### config.mk
export PLATFORM = sky130hd
export DESIGN_NAME = tlb_page_table_translator_flat
export DESIGN_NICKNAME = d
export VERILOG_FILES = /design/src/rtl/core/tlbpt_pkg.sv /design/src/rtl/core/tlbpt_channels.sv /design/src/rtl/core/tlbpt_ctrl.sv /design/src/rtl/core/tlbpt_datapath.sv /design/src/rtl/core/tlb_page_table_translator.sv /design/src/flat_wrapper.sv
export SDC_FILE = /design/constraint.sdc
export NUM_CORES = 2
export LEC_CHECK = 0
export BUFFER_PORTS_ARGS = -buffer_cell sky130_fd_sc_hd__buf_2
export CELL_PAD_IN_SITES_DETAIL_PLACEMENT = 1
export CELL_PAD_IN_SITES_GLOBAL_PLACEMENT = 1
export CORE_MARGIN = 5
export CORE_UTILIZATION = 50
export CTS_CLUSTER_SIZE = 24
export DETAILED_ROUTE_END_ITERATION = 8
export PLACE_DENSITY_LB_ADDON = 0.2
export SYNTH_ARGS = -nofsm -noshare
export SYNTH_HDL_FRONTEND = slang
export SYNTH_SLANG_ARGS = --single-unit
### constraint.sdc
create_clock -name clock -period 17.88 [get_ports clock]
set_input_delay 3.576 -clock clock [delete_from_list [all_inputs] [get_ports clock]]
set_output_delay 3.576 -clock clock [all_outputs]
set_load 0.02 [all_outputs]
### src/rtl/core/tlbpt_pkg.sv
package tlbpt_pkg;

   localparam int ADDR_WIDTH   = 16;
   localparam int PAGE_BYTES   = 256;
   localparam int PAGE_COUNT   = 256;
   localparam int FRAME_COUNT  = 256;
   localparam int OFFSET_WIDTH = $clog2(PAGE_BYTES);
   localparam int PAGE_WIDTH   = $clog2(PAGE_COUNT);
   localparam int FRAME_WIDTH  = $clog2(FRAME_COUNT);
   localparam int FREE_WIDTH   = FRAME_WIDTH + 1;
   localparam int COUNT_WIDTH  = 16;

   localparam logic [COUNT_WIDTH-1:0] COUNT_MAX  = {COUNT_WIDTH{1'b1}};
   localparam logic [FREE_WIDTH-1:0]  FREE_LIMIT = FREE_WIDTH'(FRAME_COUNT);

   typedef struct packed {
      logic capture;
      logic commit;
   } cmd_type;

   typedef struct packed {
      logic [ADDR_WIDTH-1:0]  phys_addr;
      logic [FRAME_WIDTH-1:0] frame_index;
      logic                   tlb_hit;
      logic                   page_fault;
      logic                   frames_exhausted;
      logic [COUNT_WIDTH-1:0] hit_total;
      logic [COUNT_WIDTH-1:0] fault_total;
   } rsp_payload_type;

endpackage

### src/rtl/core/tlbpt_channels.sv
interface tlbpt_req_if;
   logic        valid;
   logic        ready;
   logic [15:0] virt_addr;

   modport source (output valid, output virt_addr, input ready);
   modport sink (input valid, input virt_addr, output ready);
endinterface

interface tlbpt_rsp_if;
   logic        valid;
   logic        ready;
   logic [15:0] phys_addr;
   logic [7:0]  frame_index;
   logic        tlb_hit;
   logic        page_fault;
   logic        frames_exhausted;
   logic [15:0] hit_total;
   logic [15:0] fault_total;

   modport source (
      output valid, output phys_addr, output frame_index, output tlb_hit,
      output page_fault, output frames_exhausted, output hit_total, output fault_total,
      input ready
   );
   modport sink (
      input valid, input phys_addr, input frame_index, input tlb_hit,
      input page_fault, input frames_exhausted, input hit_total, input fault_total,
      output ready
   );
endinterface

### src/rtl/core/tlbpt_ctrl.sv
module tlbpt_ctrl (
   input  logic               clock,
   input  logic               reset,
   input  logic               req_valid,
   output logic               req_ready,
   output logic               rsp_valid,
   input  logic               rsp_ready,
   output tlbpt_pkg::cmd_type cmd
);
   import tlbpt_pkg::*;

   localparam logic ST_IDLE   = 1'b0;
   localparam logic ST_LOOKUP = 1'b1;

   logic state_ff, state_in;
   logic rsp_valid_ff, rsp_valid_in;

   always_comb begin
      state_in    = state_ff;
      cmd.capture = 1'b0;
      cmd.commit  = 1'b0;
      req_ready   = 1'b0;
      unique case (state_ff)
         ST_IDLE: begin
            req_ready = 1'b1;
            if (req_valid) begin
               cmd.capture = 1'b1;
               state_in    = ST_LOOKUP;
            end
         end
         ST_LOOKUP: begin
            if (!rsp_valid_ff || rsp_ready) begin
               cmd.commit = 1'b1;
               state_in   = ST_IDLE;
            end
         end
         default: state_in = ST_IDLE;
      endcase
   end

   always_comb begin
      if (cmd.commit) begin
         rsp_valid_in = 1'b1;
      end else if (rsp_ready) begin
         rsp_valid_in = 1'b0;
      end else begin
         rsp_valid_in = rsp_valid_ff;
      end
   end

   always_ff @(posedge clock) begin
      if (reset) begin
         state_ff     <= ST_IDLE;
         rsp_valid_ff <= 1'b0;
      end else begin
         state_ff     <= state_in;
         rsp_valid_ff <= rsp_valid_in;
      end
   end

   assign rsp_valid = rsp_valid_ff;

endmodule

### src/rtl/core/tlbpt_datapath.sv
module tlbpt_datapath #(
   parameter int TLB_ENTRIES = 16
) (
   input  logic                       clock,
   input  logic                       reset,
   input  tlbpt_pkg::cmd_type         cmd,
   input  logic [15:0]                virt_addr,
   output tlbpt_pkg::rsp_payload_type rsp_payload
);
   import tlbpt_pkg::*;

   localparam int TLB_INDEX_WIDTH = (TLB_ENTRIES > 1) ? $clog2(TLB_ENTRIES) : 1;
   localparam logic [TLB_INDEX_WIDTH-1:0] TLB_LAST = TLB_INDEX_WIDTH'(TLB_ENTRIES - 1);

   logic [ADDR_WIDTH-1:0]      addr_ff;
   logic [PAGE_WIDTH-1:0]      page;
   logic [OFFSET_WIDTH-1:0]    offset;
   logic [PAGE_WIDTH-1:0]      req_page;

   logic [TLB_ENTRIES-1:0]     tlb_valid_ff;
   logic [PAGE_WIDTH-1:0]      tlb_page_ff [TLB_ENTRIES];
   logic [FRAME_WIDTH-1:0]     tlb_frame_ff [TLB_ENTRIES];
   logic [TLB_INDEX_WIDTH-1:0] fill_ff, fill_in;

   logic [PAGE_COUNT-1:0]      map_valid_ff;
   logic [FRAME_WIDTH-1:0]     map_mem [PAGE_COUNT];
   logic [FRAME_WIDTH-1:0]     map_rd_ff;

   logic [FREE_WIDTH-1:0]      free_ff, free_in;
   logic [COUNT_WIDTH-1:0]     hit_cnt_ff, hit_cnt_in;
   logic [COUNT_WIDTH-1:0]     fault_cnt_ff, fault_cnt_in;
   rsp_payload_type            rsp_ff, rsp_in;

   logic                       tlb_hit;
   logic [FRAME_WIDTH-1:0]     tlb_frame_sel;
   logic [FRAME_WIDTH-1:0]     frame;
   logic                       fault;
   logic                       exhausted;
   logic                       refill;
   logic                       map_we;

   assign req_page = virt_addr[ADDR_WIDTH-1 -: PAGE_WIDTH];
   assign page     = addr_ff[ADDR_WIDTH-1 -: PAGE_WIDTH];
   assign offset   = addr_ff[OFFSET_WIDTH-1:0];

   // The lowest-numbered matching entry wins.
   always_comb begin
      tlb_hit       = 1'b0;
      tlb_frame_sel = '0;
      for (int i = TLB_ENTRIES - 1; i >= 0; i--) begin
         if (tlb_valid_ff[i] && (tlb_page_ff[i] == page)) begin
            tlb_hit       = 1'b1;
            tlb_frame_sel = tlb_frame_ff[i];
         end
      end
   end

   always_comb begin
      frame        = '0;
      fault        = 1'b0;
      exhausted    = 1'b0;
      refill       = 1'b0;
      map_we       = 1'b0;
      free_in      = free_ff;
      hit_cnt_in   = hit_cnt_ff;
      fault_cnt_in = fault_cnt_ff;
      if (tlb_hit) begin
         frame = tlb_frame_sel;
         if (hit_cnt_ff != COUNT_MAX) begin
            hit_cnt_in = hit_cnt_ff + 1'b1;
         end
      end else if (map_valid_ff[page]) begin
         frame  = map_rd_ff;
         refill = 1'b1;
      end else begin
         fault = 1'b1;
         if (fault_cnt_ff != COUNT_MAX) begin
            fault_cnt_in = fault_cnt_ff + 1'b1;
         end
         if (free_ff < FREE_LIMIT) begin
            frame   = free_ff[FRAME_WIDTH-1:0];
            free_in = free_ff + 1'b1;
            map_we  = 1'b1;
            refill  = 1'b1;
         end else begin
            exhausted = 1'b1;
         end
      end
   end

   always_comb begin
      fill_in = (fill_ff == TLB_LAST) ? '0 : fill_ff + 1'b1;
   end

   always_comb begin
      rsp_in.phys_addr        = exhausted ? '0 : {frame, offset};
      rsp_in.frame_index      = frame;
      rsp_in.tlb_hit          = tlb_hit;
      rsp_in.page_fault       = fault;
      rsp_in.frames_exhausted = exhausted;
      rsp_in.hit_total        = hit_cnt_in;
      rsp_in.fault_total      = fault_cnt_in;
   end

   always_ff @(posedge clock) begin
      if (cmd.capture) begin
         addr_ff   <= virt_addr;
         map_rd_ff <= map_mem[req_page];
      end
      if (cmd.commit && map_we) begin
         map_mem[page] <= frame;
      end
   end

   always_ff @(posedge clock) begin
      if (cmd.commit && refill) begin
         tlb_page_ff[fill_ff]  <= page;
         tlb_frame_ff[fill_ff] <= frame;
      end
      if (cmd.commit) begin
         rsp_ff <= rsp_in;
      end
   end

   always_ff @(posedge clock) begin
      if (reset) begin
         tlb_valid_ff <= '0;
         fill_ff      <= '0;
         map_valid_ff <= '0;
         free_ff      <= '0;
         hit_cnt_ff   <= '0;
         fault_cnt_ff <= '0;
      end else if (cmd.commit) begin
         free_ff      <= free_in;
         hit_cnt_ff   <= hit_cnt_in;
         fault_cnt_ff <= fault_cnt_in;
         if (refill) begin
            tlb_valid_ff[fill_ff] <= 1'b1;
            fill_ff               <= fill_in;
         end
         if (map_we) begin
            map_valid_ff[page] <= 1'b1;
         end
      end
   end

   assign rsp_payload = rsp_ff;

endmodule

### src/rtl/core/tlb_page_table_translator.sv
// Channel   Direction  Payload                                       Handshake
// req_chan  in         virt_addr                                     valid/ready
// rsp_chan  out        phys_addr, frame_index, tlb_hit,              valid/ready
//                      page_fault, frames_exhausted, hit_total,
//                      fault_total
//
// Each address is first accepted, with a read of the page table memory, and
// then compared against the TLB and resolved into a translation.
// A finished transaction sits in the output register, so the next request is
// accepted while it waits; the resolve cycle stalls only if that register is
// still full. Reset is synchronous and clears all valid bits and counters.
module tlb_page_table_translator #(
   parameter int TLB_ENTRIES = 16
) (
   input logic         clock,
   input logic         reset,
   tlbpt_req_if.sink   req_chan,
   tlbpt_rsp_if.source rsp_chan
);
   import tlbpt_pkg::*;

   cmd_type         cmd;
   rsp_payload_type rsp_payload;

   tlbpt_ctrl u_ctrl (
      .clock     (clock),
      .reset     (reset),
      .req_valid (req_chan.valid),
      .req_ready (req_chan.ready),
      .rsp_valid (rsp_chan.valid),
      .rsp_ready (rsp_chan.ready),
      .cmd       (cmd)
   );

   tlbpt_datapath #(
      .TLB_ENTRIES (TLB_ENTRIES)
   ) u_datapath (
      .clock       (clock),
      .reset       (reset),
      .cmd         (cmd),
      .virt_addr   (req_chan.virt_addr),
      .rsp_payload (rsp_payload)
   );

   assign rsp_chan.phys_addr        = rsp_payload.phys_addr;
   assign rsp_chan.frame_index      = rsp_payload.frame_index;
   assign rsp_chan.tlb_hit          = rsp_payload.tlb_hit;
   assign rsp_chan.page_fault       = rsp_payload.page_fault;
   assign rsp_chan.frames_exhausted = rsp_payload.frames_exhausted;
   assign rsp_chan.hit_total        = rsp_payload.hit_total;
   assign rsp_chan.fault_total      = rsp_payload.fault_total;

   // A request is never taken back to back.
   a_no_back_to_back: assert property (@(posedge clock) disable iff (reset)
      (req_chan.valid && req_chan.ready) |=> !req_chan.ready)
      else $error("request accepted while a lookup is in progress");

   // Running out of frames is a page fault with a zero address.
   a_exhausted_fault: assert property (@(posedge clock) disable iff (reset)
      (rsp_chan.valid && rsp_chan.frames_exhausted) |->
         (rsp_chan.page_fault && !rsp_chan.tlb_hit && (rsp_chan.phys_addr == '0)))
      else $error("frames exhausted without a clean page fault");

   // A reported hit is already counted.
   a_hit_counted: assert property (@(posedge clock) disable iff (reset)
      (rsp_chan.valid && rsp_chan.tlb_hit) |-> (rsp_chan.hit_total != '0))
      else $error("TLB hit reported with a zero hit count");

   // A reported fault is already counted, and never coincides with a hit.
   a_fault_counted: assert property (@(posedge clock) disable iff (reset)
      (rsp_chan.valid && rsp_chan.page_fault) |->
         ((rsp_chan.fault_total != '0) && !rsp_chan.tlb_hit))
      else $error("page fault reported inconsistently");

endmodule
### src/flat_wrapper.sv
// flat-port wrapper written by rule: the top's interface ports become plain ports
module tlb_page_table_translator_flat import tlbpt_pkg::*;
#(
   parameter int TLB_ENTRIES = 16
)
  (clock, reset, req_chan_valid, req_chan_virt_addr, req_chan_ready, rsp_chan_valid, rsp_chan_phys_addr, rsp_chan_frame_index, rsp_chan_tlb_hit, rsp_chan_page_fault, rsp_chan_frames_exhausted, rsp_chan_hit_total, rsp_chan_fault_total, rsp_chan_ready);
  tlbpt_req_if req_chan_i ();
  tlbpt_rsp_if rsp_chan_i ();
  input logic clock;
  input logic reset;
  input wire logic [$bits(req_chan_i.valid)-1:0] req_chan_valid;
  input wire logic [$bits(req_chan_i.virt_addr)-1:0] req_chan_virt_addr;
  output wire logic [$bits(req_chan_i.ready)-1:0] req_chan_ready;
  output wire logic [$bits(rsp_chan_i.valid)-1:0] rsp_chan_valid;
  output wire logic [$bits(rsp_chan_i.phys_addr)-1:0] rsp_chan_phys_addr;
  output wire logic [$bits(rsp_chan_i.frame_index)-1:0] rsp_chan_frame_index;
  output wire logic [$bits(rsp_chan_i.tlb_hit)-1:0] rsp_chan_tlb_hit;
  output wire logic [$bits(rsp_chan_i.page_fault)-1:0] rsp_chan_page_fault;
  output wire logic [$bits(rsp_chan_i.frames_exhausted)-1:0] rsp_chan_frames_exhausted;
  output wire logic [$bits(rsp_chan_i.hit_total)-1:0] rsp_chan_hit_total;
  output wire logic [$bits(rsp_chan_i.fault_total)-1:0] rsp_chan_fault_total;
  input wire logic [$bits(rsp_chan_i.ready)-1:0] rsp_chan_ready;
  assign req_chan_i.valid = req_chan_valid;
  assign req_chan_i.virt_addr = req_chan_virt_addr;
  assign req_chan_ready = req_chan_i.ready;
  assign rsp_chan_valid = rsp_chan_i.valid;
  assign rsp_chan_phys_addr = rsp_chan_i.phys_addr;
  assign rsp_chan_frame_index = rsp_chan_i.frame_index;
  assign rsp_chan_tlb_hit = rsp_chan_i.tlb_hit;
  assign rsp_chan_page_fault = rsp_chan_i.page_fault;
  assign rsp_chan_frames_exhausted = rsp_chan_i.frames_exhausted;
  assign rsp_chan_hit_total = rsp_chan_i.hit_total;
  assign rsp_chan_fault_total = rsp_chan_i.fault_total;
  assign rsp_chan_i.ready = rsp_chan_ready;
  tlb_page_table_translator #(.TLB_ENTRIES(TLB_ENTRIES)) u_core (.clock(clock), .reset(reset), .req_chan(req_chan_i), .rsp_chan(rsp_chan_i));
endmodule
# Word-level counts from Yosys, hierarchy flattened
# Memory sizes are Yosys's and may differ from the RTL's. A register that Yosys moved wholly into a read port is not among the register bits.
# Index checks and enable logic that the tools add are counted.
# word_totals
ff_bits	394
mem_bits_rw	2304
input_bits	20
output_inout_bits	61
wordCells	147
n_memories	3
# op_classes
add_sub_neg	4
magnitude_cmp	5
n_eq_ne	19
mux	69
n_bitwise	5
n_reduce_logical	26
# memory_table
name	words	word_bits	rd	rd_ports_with_merged_regs	write_ports	line_no	text
u_core.u_datapath.map_mem	256	8	1	1	1	tlbpt_datapath.sv:26	logic [FRAME_WIDTH-1:0] map_mem [PAGE_COUNT];
u_core.u_datapath.tlb_frame_ff	16	8	16	0	1	tlbpt_datapath.sv:22	logic [FRAME_WIDTH-1:0] tlb_frame_ff [TLB_ENTRIES];
u_core.u_datapath.tlb_page_ff	16	8	16	0	1	tlbpt_datapath.sv:21	logic [PAGE_WIDTH-1:0] tlb_page_ff [TLB_ENTRIES];
# ops
operator	n
256-bit OR	1
8-bit 2-to-1 mux	19
8-bit equality test	16
16-bit 2-to-1 mux	5
1-bit 2-to-1 mux	40
16-bit by 1-bit adder with 16-bit output (second input constant)	2
16-bit inequality test (second input constant)	2
1-bit logical AND	20
16-bit OR	1
9-bit by 1-bit adder with 9-bit output (second input constant)	1
8-bit by 9-bit < comparator with 1-bit output (second input constant)	1
9-bit < comparator (second input constant)	1
1-bit binary-select mux with 8-bit select	1
1-bit demux with 8-bit select	1
8-bit by 1-bit greater-or-equal comparator with 1-bit output (second input constant)	1
4-bit by 5-bit < comparator with 1-bit output (second input constant)	1
4-bit by 1-bit adder with 4-bit output (second input constant)	1
1-bit demux with 4-bit select	1
4-bit equality test (second input constant)	1
4-bit by 1-bit greater-or-equal comparator with 1-bit output (second input constant)	1
4-bit 2-to-1 mux	1
2-bit AND reduction	2
4-bit AND reduction	1
1-bit NOT	3
4 further kinds	4

# Logic depth before layout (Yosys ltp)
# logic_depth
ltp_word	22
ltp_mapped	15
depth_no_buf	9

# By module
# From an unflattened synthesis, not the netlist that was laid out.
# hier_totals
hier_cells	5266
hier_area_um2	106001.7
# modules_own_cells
mod	n_inst	cells_each	area_per_inst_um2	seq_area_each_um2
tlbpt_datapath	1	5256	105906.6	78024.8
tlbpt_ctrl	1	10	95.1	40.0

# Worst setup path after synthesis
# OpenSTA, ideal clock, no wires.
# synth_path
kind	register -> register
startpoint	reg u_core.u_datapath.addr_ff[9]
endpoint	mem u_core.u_datapath.map_mem[0][7] in the netlist's numbering, data pin
setup_time_ps	2380
arrival_time_ps	14228
required_ps	15500
path_slack_ps	1272
path_stages_with_launch	12
n_path_buf	3
synth_period_minus_slack_ps	16608
cell_sequence	edfxtp_1 buf_4 buf_2 mux4_2 mux2_2 o22ai_1 nor3_1 or3_1 o32a_1 buf_2 mux2_1 a211oi_1
# synth_via
elab_chain_len	19
word_cells_on_any_way	68
cone_classes	eq/ne: 16; mux: 36; reduce/logical: 16
# synth_lines
element	line_no	text
start: declaration	tlbpt_datapath.sv:15	logic [ADDR_WIDTH-1:0] addr_ff;
start signal: assignment	tlbpt_datapath.sv:107	addr_ff <= virt_addr;
8-bit equality test	tlbpt_datapath.sv:51	if (tlb_valid_ff[i] && (tlb_page_ff[i] == page)) begin
1-bit logical AND	tlbpt_datapath.sv:51	
8-bit 2-to-1 mux / 1-bit 2-to-1 mux (equally long branches) (16 in series)	tlbpt_datapath.sv:51	
8-bit 2-to-1 mux (*)	tlbpt_datapath.sv:67	if (tlb_hit) begin
net u_core.u_datapath.frame[7]	tlbpt_datapath.sv:36	logic [FRAME_WIDTH-1:0] frame;
end: declaration	tlbpt_datapath.sv:26	
# The timed path passes the listed nets; every way through them passes the cells marked *. The select of a mux whose other input is x is not followed.

==> impl_metrics.json <==
{
  "synth-seq-area-share": 0.733,
  "htreeDepth": 5,
  "fill_cells": 18200,
  "cts_resized": 0,
  "syn2layout_area_growth_pct": 12.8,
  "hold_slack_ns": 0.458,
  "die_h_microns": 471,
  "dp.cells": 8182,
  "grt_first_pass_wirelength_microns": 420000,
  "setup_tns_ns": 0,
  "report.final.hold_viol_count": 0,
  "peakVddDrop_mv": 0.117,
  "critPathLaunchType": "input port",
  "finalCritPeriodShare": 0.464,
  "cp_slowest_stage_delay_ns": 0.87,
  "power_density_mw_per_mm2": 113,
  "via_count": 55900,
  "layout_commonest_cell": "edfxtp_1",
  "drv_cap": 0,
  "crit_chain": "buf_8, buf_4, buf_4, buf_4, mux4_2, mux4_2, mux4_2, mux4_2",
  "cp.arrival_ns": 8.97,
  "fin_area_sq_mm": 0.120,
  "seqCellArea_sq_mm": 0.0781,
  "grt_overflow_total": 0,
  "setup_viol": 0,
  "crit_path_frequent_cell": "mux4_2",
  "gp_congestion": 0.839,
  "ant_nets": 0,
  "clk_path_buf_depth": 4,
  "slew_headroom": 0.0730,
  "synth_compound_area_frac": 0.0399,
  "cp_slowest_cell": "buf_4",
  "routedWlPerCell_microns": 33.0,
  "drtIter0Drc": 6661,
  "synth.area.top_cells": "edfxtp_1 (67%), mux4_2 (16%), dfxtp_1 (6.0%)",
  "async_reset_ff_frac": 0,
  "synthesis.area_sq_mm": 0.106,
  "synth_xor_area_frac": 0.0126,
  "dieWidth_microns": 471,
  "ys_seq_elements": 2706,
  "dieArea_sq_mm": 0.222,
  "cp.required_ns": 18.55,
  "period_minus_slack_ns": 8.30,
  "status": "complete, no violations",
  "port_buffers": 80,
  "pre_cts_ws_ns": 8.42,
  "hold_class": "flop to flop",
  "hpwlAfterDp_microns": 173000,
  "grt_antenna_before_repair": 12,
  "multi_input_area_sq_mm": 0.0271,
  "viasPerCell": 6.42,
  "synthSimpleGateAreaFrac": 0.0374,
  "nets": 5684,
  "cts-root-buf": "clkbuf_16",
  "p_leak_nw": 37.7,
  "routed_wl_microns": 287000,
  "synthCells": 5392,
  "place_area_sq_mm": 0.111,
  "grt_use_total": 0.258,
  "hold_buffers": 0,
  "rsz0062_at_grt": "no",
  "clkTransAtPathRegs_ns": 0.06,
  "cts.sinks": 2706,
  "yosys_warnings": 0,
  "worstPathMaxFanout": 59,
  "ios": 81,
  "clock_latency_ns": 0.94,
  "avgSynthCellArea_sq_um": 19.7,
  "critPathKind": "input port to flop",
  "layout_common_cells": "edfxtp_1 (2387), mux4_2 (733), dfxtp_1 (319)",
  "grt_max_degree": 196,
  "cts_made_buffers": 294,
  "synth-edff-count": 2387,
  "row_count": 169,
  "cts_tree": "built",
  "grt_pass1_vias": 57700,
  "yosys.area.top_type": "edfxtp_1",
  "timing.fmax_ghz": 0.120,
  "drive_above_1_share": 0.259,
  "synth_adder_area_share": 0.000823,
  "ys_types": 82,
  "synth_top_area_share": 0.673,
  "fin_ws_ns": 9.58,
  "worst_pin_slew_ns": 1.38,
  "crit_path_end_kind": "flop",
  "synth_top_family_by_area": "multiplexers",
  "synth_flop_cell": "edfxtp_1",
  "first_pass_iters": 7,
  "core_sq_mm": 0.212,
  "syn_nets": 5419,
  "cts_setup_buffers": 0,
  "muxShareOfSynthArea": 0.161,
  "drv_slew": 0,
  "final_cells": 8705,
  "clock_skew_ns": 0.0639,
  "start_util": 0.502,
  "drc_errors": 0
}
==> final timing paths <==
check / from / end / slack, ns / cells after the start
worst max-delay path: req_chan_virt_addr[8] / u_core.u_datapath.map_rd_ff[0] / 9.58 / 8
worst min-delay path: u_core.u_datapath.map_valid_ff[143] / u_core.u_datapath.map_valid_ff[143] / 0.46 / 1
worst max register to register: u_core.u_datapath.addr_ff[11] / u_core.u_datapath.map_mem[195][4] / 10.37 / 13
worst min register to register: u_core.u_datapath.map_valid_ff[143] / u_core.u_datapath.map_valid_ff[143] / 0.46 / 1
==> critical path, delay by kind of cell <==
kind | cells | cell delay [ns]
buffers and inverters | 4 | 2.88
multiplexers | 4 | 2.19
==> power breakdown <==
group          switching, mW  leakage [nW]  internal [mW]  total, mW
Combinational          0.522          8.96          0.233      0.755
Sequential            0.0167          24.4           7.01       7.02
Clock                   2.42          4.38           3.32       5.73
==> flip-flops by register name (all words and copies together) (netlist names) <==
name	cells
u_core.u_datapath.tlb_frame_ff	128
u_core.u_datapath.rsp_payload	59
u_core.u_datapath.map_mem	2048
u_core.u_datapath.fault_cnt_ff	16
u_core.u_datapath.tlb_page_ff	128
u_core.u_datapath.fill_ff	4
u_core.u_ctrl.state_ff	1
u_core.u_datapath.tlb_valid_ff	16
u_core.u_datapath.map_rd_ff	8
u_core.u_datapath.free_ff	9
u_core.u_datapath.addr_ff	16
u_core.u_datapath.hit_cnt_ff	16
u_core.u_ctrl.rsp_valid	1
u_core.u_datapath.map_valid_ff	256
==> area by class of cell <==
class,instances,share of cell area
Sequential cell,2706,0.650
Multi-Input combinational cell,2300,0.225
Clock buffer,386,0.0666
Tap cell,2821,0.0294
Timing Repair Buffer,315,0.0190
Clock inverter,125,0.00789
Inverter,40,0.00131
Antenna cell,12,0.000250
==> stage by stage <==
stage	power [mW]	util
CTS	13.6	0.566
global placement	7.89	0.524
floorplan	7.69	-
global route	14.0	0.566
finish	13.5	0.566
detailed placement	7.92	0.524
==> kinds of logic after synthesis <==
group	count (synthesis)
AO/OA/AOI/OAI	528
XOR/XNOR	153
adder cells (fa/ha/maj)	7
buffers and inverters	386
flip-flops	2706
multiplexers	795
AND/OR/NAND/NOR	817
==> Yosys cell counts, drive strengths merged, types with 39 or more instances <==
master,number
a21oi,39
buf,126
clkbuf,220
dfxtp,319
edfxtp,2387
inv,39
mux4,733
nand2,167
nand3,57
nor2,208
nor3,181
o2bb2ai,256
xnor2,116
==> layer usage <==
metal	GRT usage	share of wire	wire length, microns
met5	0	0.000094	27
met3	0.0469	0.072	20800
met4	0.0767	0.031	8830
met2	0.410	0.48	138000
met1	0.371	0.42	119000
Power figures use the tool's default switching activity.
